File: src/hdl/shrunk_genotype_correlation_defines.svh
// Assertion macros used by the RTL of the genotype correlation block.
`ifndef SHRUNK_GENOTYPE_CORRELATION_DEFINES_SVH
`define SHRUNK_GENOTYPE_CORRELATION_DEFINES_SVH

// The condition must hold in the same cycle as the trigger.
`define SGC_ASSERT_NOW(label, ante, cons) \
    label: assert property (@(posedge clk) disable iff (!rst_n) (ante) |-> (cons)) \
        else $error("sgc assertion failed");

// The condition must hold in the cycle after the trigger.
`define SGC_ASSERT_NEXT(label, ante, cons) \
    label: assert property (@(posedge clk) disable iff (!rst_n) (ante) |=> (cons)) \
        else $error("sgc assertion failed");

`endif

File: src/hdl/sgc_mul.sv
// Shift-and-add multiplier that retires one bit of the second operand per cycle.
`timescale 1ns / 1ps
`default_nettype none
module sgc_mul #(
    parameter int A_W = 84,
    parameter int B_W = 34
) (
    input  wire logic           clk,
    input  wire logic           rst_n,
    input  wire logic           start,
    input  wire logic [A_W-1:0] op_a,
    input  wire logic [B_W-1:0] op_b,
    output logic                done,
    output logic [A_W-1:0]      product
);

    localparam int CNT_W = (B_W > 1) ? $clog2(B_W) : 1;

    logic             run_reg, run_next;
    logic             done_reg, done_next;
    logic [CNT_W-1:0] cnt_reg, cnt_next;
    logic [A_W-1:0]   acc_reg, acc_next;
    logic [A_W-1:0]   a_sh_reg, a_sh_next;
    logic [B_W-1:0]   b_sh_reg, b_sh_next;

    always_comb
    begin
        run_next  = run_reg;
        done_next = 1'b0;
        cnt_next  = cnt_reg;
        acc_next  = acc_reg;
        a_sh_next = a_sh_reg;
        b_sh_next = b_sh_reg;
        if (start)
        begin
            run_next  = 1'b1;
            cnt_next  = CNT_W'(B_W - 1);
            acc_next  = '0;
            a_sh_next = op_a;
            b_sh_next = op_b;
        end
        else if (run_reg)
        begin
            if (b_sh_reg[0])
            begin
                acc_next = acc_reg + a_sh_reg;
            end
            a_sh_next = {a_sh_reg[A_W-2:0], 1'b0};
            b_sh_next = {1'b0, b_sh_reg[B_W-1:1]};
            cnt_next  = cnt_reg - CNT_W'(1);
            if (cnt_reg == '0)
            begin
                run_next  = 1'b0;
                done_next = 1'b1;
            end
        end
    end

    always_ff @(posedge clk or negedge rst_n)
    begin
        if (!rst_n)
        begin
            run_reg  <= 1'b0;
            done_reg <= 1'b0;
        end
        else
        begin
            run_reg  <= run_next;
            done_reg <= done_next;
        end
    end

    always_ff @(posedge clk)
    begin
        cnt_reg  <= cnt_next;
        acc_reg  <= acc_next;
        a_sh_reg <= a_sh_next;
        b_sh_reg <= b_sh_next;
    end

    assign done    = done_reg;
    assign product = acc_reg;

endmodule
`default_nettype wire
File: config.mk
export PLATFORM = sky130hd
export DESIGN_NAME = sgc_mul
export DESIGN_NICKNAME = d
export VERILOG_FILES = /design/src/hdl/shrunk_genotype_correlation_defines.svh /design/src/hdl/sgc_mul.sv
export SDC_FILE = /design/constraint.sdc
export NUM_CORES = 1
export LEC_CHECK = 0
export ABC_AREA = 1
export ABC_CLOCK_PERIOD_IN_PS = 3900
export BUFFER_PORTS_ARGS = -buffer_cell sky130_fd_sc_hd__buf_4
export CAP_MARGIN = 40
export CORE_MARGIN = 8
export CORE_UTILIZATION = 53
export CTS_CLUSTER_DIAMETER = 200
export DETAILED_ROUTE_END_ITERATION = 10
export GPL_TIMING_DRIVEN = 0
export PLACE_DENSITY = 0.7
export SLEW_MARGIN = 5
export SYNTH_ARGS = -nofsm -noshare
export SYNTH_HDL_FRONTEND = slang
export SYNTH_SLANG_ARGS = --single-unit
File: constraint.sdc
create_clock -name clk -period 3.9 [get_ports clk]
set_input_delay 0.585 -clock clk [delete_from_list [all_inputs] [get_ports clk]]
set_output_delay 0.585 -clock clk [all_outputs]
set_load 0.02 [all_outputs]
==> Word level (Yosys, flattened, before mapping) <==
Cells that the tools add are included.
W data, S select, Z words.
{ "totals": {"regBits": 210, "inputBits": 121, "out_inout_bits": 85, "wordCells": 21} }
{ "classes": {"addsub": 2, "n_mux": 10, "reduce_logical": 3} }
{ "ops": {"columns": ["operator", "n"], "rows": [
  ["$mux W84", 2],
  ["$add A84 B84 Y84", 1],
  ["$mux W34", 2],
  ["$logic_not A6 Y1", 1],
  ["$mux W1", 6],
  ["$sub A6 B1 Y6 const B", 1],
  ["$reduce_and A2 Y1", 1],
  ["$reduce_bool A2 Y1", 1]
]} }

==> Depth between registers and ports, before layout <==
{ "depth": {"ltp_word": 4, "depth_mapped": 17, "depth_no_buf": 17} }

==> Worst setup path after synthesis <==
No wires, ideal clock.
{ "synth_timing": {"kind": "input port to flip-flop", "startpoint": "input start", "endpoint": "register a_sh_reg[0] (enable)", "setup_time_ns": 1.052, "arrival_time_ns": 2.904, "required_time_ns": 2.848, "slack_ns": -0.056, "cell_stages": 3, "path_cell_list": "inv_2 clkbuf_1 nand2_1"} }
{ "synth_via": {"elab_chain_cells": 1} }
{ "synth_lines": {"columns": ["item", "line_no", "source"], "rows": [
  ["start, declared", "sgc_mul.sv:10", "input wire logic start,"],
  ["$reduce_bool A2 Y1 (no line)", null, null],
  ["end signal, assigned", "sgc_mul.sv:77", "a_sh_reg <= a_sh_next;"],
  ["end, declared", "sgc_mul.sv:23", "logic [A_W-1:0] a_sh_reg, a_sh_next;"]
]} }
Every way passes these cells.
A chain may end at the register's enable or synchronous reset.

==> Worst setup path after layout <==
{ "layout_timing": {"startpoint": "register run_reg", "endpoint": "register acc_reg[55] (netlist: product[55])"} }
{ "layout_via": {"elab_chain_cells": 1} }
{ "layout_lines": {"columns": ["item", "line_no", "source"], "rows": [
  ["start, declared", "sgc_mul.sv:19", "logic run_reg, run_next;"],
  ["start signal, assigned", "sgc_mul.sv:68", "run_reg <= run_next;"],
  ["$reduce_and A2 Y1 (no line)", null, null],
  ["end signal, assigned", "sgc_mul.sv:76", "acc_reg <= acc_next;"],
  ["end, declared", "sgc_mul.sv:22", "logic [A_W-1:0] acc_reg, acc_next;"]
]} }
Every way passes these cells.

==> qor.txt <==
CTS tree: built
Grt peak-use layer: met2
Core area: 30590 sq um
Max-slew violation count: 0
Largest net degree at the start of global routing: 74
Max Cap Viol: 0
Via Count: 16900
Yosys warns: 0
Post-DP HPWL: 45.78 mm
Die W: 192.3 um
Final WL: 55.20 mm
Met1 usage: 0.3937
Post-synthesis mux area share: 0
CTS H-tree depth: 1
CP Launch Type: register
Synthesized area: 16480 sq um
Setup tns final: 0 ns
Syn Nets: 2874
Number of I/O pins: 206
DRC viols: 0
Setup Viol. Count Final: 0
Skew-Pair Late Insertion Delay: 0.55 ns
Filler instances: 2929
Commonest non-fill, non-tap cells in the layout: nand2_1, inv_1, nor2_1, buf_4, edfxtp_1
Setup Crit Path Kind: register to register
CP Max Fanout: 10
Maximum VDD drop: 0.3572 mV
Die area: 36990 sq um
XOR/XNOR share of the synthesized area: 0.02498
Detailed router's first-iteration violation count: 1232
# rows: 64
Max incr delay on CP: 0.63 ns
Final min period: 2.811 ns
Via-to-Cell Ratio: 5.095
CTS Hold Bufs: 1
Pwr dens: 437.4 nW/um^2
Critical Path Sink Type: register
Distinct cells, synth: 34
# port buffers: 205
Initial Util: 0.5386
FF+latch count, synth: 210
Worst rel slew slack: 0.4386
CP cell instances: nand2_1 > clkbuf_1 > inv_1 > buf_2 > buf_1 > nand3_1 > nand2_1 > inv_1
Sequential element share of the synthesized area: 0.3275
Die height: 192.3 um
Number of enable flip-flop cells after synthesis: 118
PostCTS Resize Cnt: 0
Avg Inst Size Synth: 6.178 sq um
Clock buffer depth: 3
RSZ-0062 raised after global routing: no
Vias in the first global route: 16370
Clock power share: 0.251
Pint: 4997 uW
Detailed Routing Iterations Pass 1: 6
All-Layer GR Usage: 0.2935
WP buf/inv: 5
Static Leakage: 0.01088 uW
DRT antenna net count: 0
Max frequency: 355.7 MHz
Worst Skew: 0.02472 ns
Pwr Total: 8459 uW
Predominant post-synthesis flop cell: edfxtp_1
Family with the most delay on the worst path: buffers and inverters
Simple-gate share of the synthesized area: 0.4002
Main combinational cell family by area after synthesis: simple AND/OR/NAND/NOR gates
Crit-path slowest cell: buf_1
Layout cells sized above 1: 0.1349
Met3 Track Usage GR: 0.03216
Arr. time, crit path: 3.26 ns
Layout overhead on the synthesized area: 17.38%
Synth Area in Adders: 0.06577
Antenna Cells: 0
Compound-gate portion of the synthesized area: 0.05931
CP required: 4.35 ns
Clock sink count: 210
Initial antenna violation count: 0
Clock slew at reported path FFs: 0.07 ns
Met2 global-route usage: 0.4980
Nets: 3110
Sw power: 3461 uW
Combinational Power Share: 0.406
Ys async rst share: 0.009524
Setup Buffers After CTS: 0
First-pass GRT wire length: 85.95 mm
Worst min-delay path class: input port to register
Grt ovf: 0
Wire per inst: 16.64 um
Clk root buf: clkbuf_16
TritonCTS buffer count: 24
Commonest non-fill, non-tap cell in the layout: nand2_1
Sequential share of power: 0.343
Fin crit share: 0.7208
Sw Ratio: 0.4092
Final GP Congestion: 1.008
Status: complete, no violations
Slew @ Worst Pin: 0.8422 ns
Endpoints failing hold: 0
Syn Inst Count: 2667
-- per-layer routing --
metal / wire length, um / share of wire
met1: 24750 / 0.45
met2: 25300 / 0.46
met3: 3650 / 0.066
met4: 1494 / 0.027
met5: 0 / 0
-- worst register-to-register path, cell delays in order (launching register included) --
cell and delay (ns):
dfrtp_1 0.41, nand2_1 0.12, clkbuf_1 0.38, inv_1 0.40, buf_2 0.35, buf_1 0.63, nand3_1 0.27, nand2_1 0.11
inv_1 0.04
-- power groups by stage --
stage          Sequential [uW]  Clock, uW  Combinational, uW
2_1_floorplan             3050          0               2110
3_3_place_gp              2940          0               3320
3_5_place_dp              2940          0               3380
4_1_cts                   2900       2160               3400
5_1_grt                   2940       2260               3790
6_report                  2900       2120               3430
-- path summary, 6_finish.rpt --
check                           start          end  slack, ns  depth (start not counted)
hold reg to reg            cnt_reg[5]   cnt_reg[5]       0.50                          1
min in group asynchronous       rst_n      run_reg       0.37                          2
setup / recovery              run_reg  product[55]       1.09                          8
max in group asynchronous       rst_n         done       3.45                          2
setup reg to reg              run_reg  product[55]       1.09                          8
hold / removal                op_b[7]  b_sh_reg[7]       0.30                          3
-- layout make-up --
cell class	count	area (sq um)	share of cell area
Multi-Input combinational cell	1923	9082	0.4697
Buffer	53	209.0	0.01080
Inverter	481	1805	0.09336
Sequential cell	210	5395	0.2790
Clock inverter	13	96.34	0.004982
Tap cell	396	495.5	0.02562
Timing Repair Buffer	210	1618	0.08366
Clock buffer	31	636.9	0.03293
-- logic make-up after synthesis --
family | count (synthesis)
AND/OR/NAND/NOR | 1606
buffers and inverters | 534
flip-flops | 210
AO/OA/AOI/OAI | 184
adder cells (fa/ha/maj) | 86
XOR/XNOR | 47
-- through the flow --
| stage | cells | cell area [sq um] | setup WS [ns] | utilization | hold slack (ns) |
|---|---|---|---|---|---|
| 2_1_floorplan | 2667 | 16480 | 1.143 | - | 0.2894 |
| 3_3_place_gp | 3268 | 18510 | -0.5740 | 0.6052 | 0.3719 |
| 3_5_place_dp | 3272 | 18600 | 1.088 | 0.6079 | 0.3694 |
| 4_1_cts | 3317 | 19340 | 1.075 | 0.6322 | 0.2906 |
| 5_1_grt | 3317 | 19340 | 1.021 | 0.6322 | 0.2959 |
| 6_report | 3317 | 19340 | 1.089 | 0.6322 | 0.3009 |
-- Yosys cell counts, types with 22 or more instances --
cell | number | area share
nand2_1 | 1065 | 0.24
dfxtp_1 | 90 | 0.11
nand2_2 | 33 | 0.013
xor2_1 | 42 | 0.022
ha_1 | 85 | 0.065
inv_1 | 458 | 0.10
nor2_2 | 54 | 0.021
a21oi_1 | 86 | 0.026
inv_2 | 22 | 0.0050
edfxtp_1 | 118 | 0.22
nor2_1 | 309 | 0.070
nand3_1 | 85 | 0.026
o21ai_0 | 73 | 0.022
clkbuf_1 | 39 | 0.0089
(Power assumes the default switching activity.)
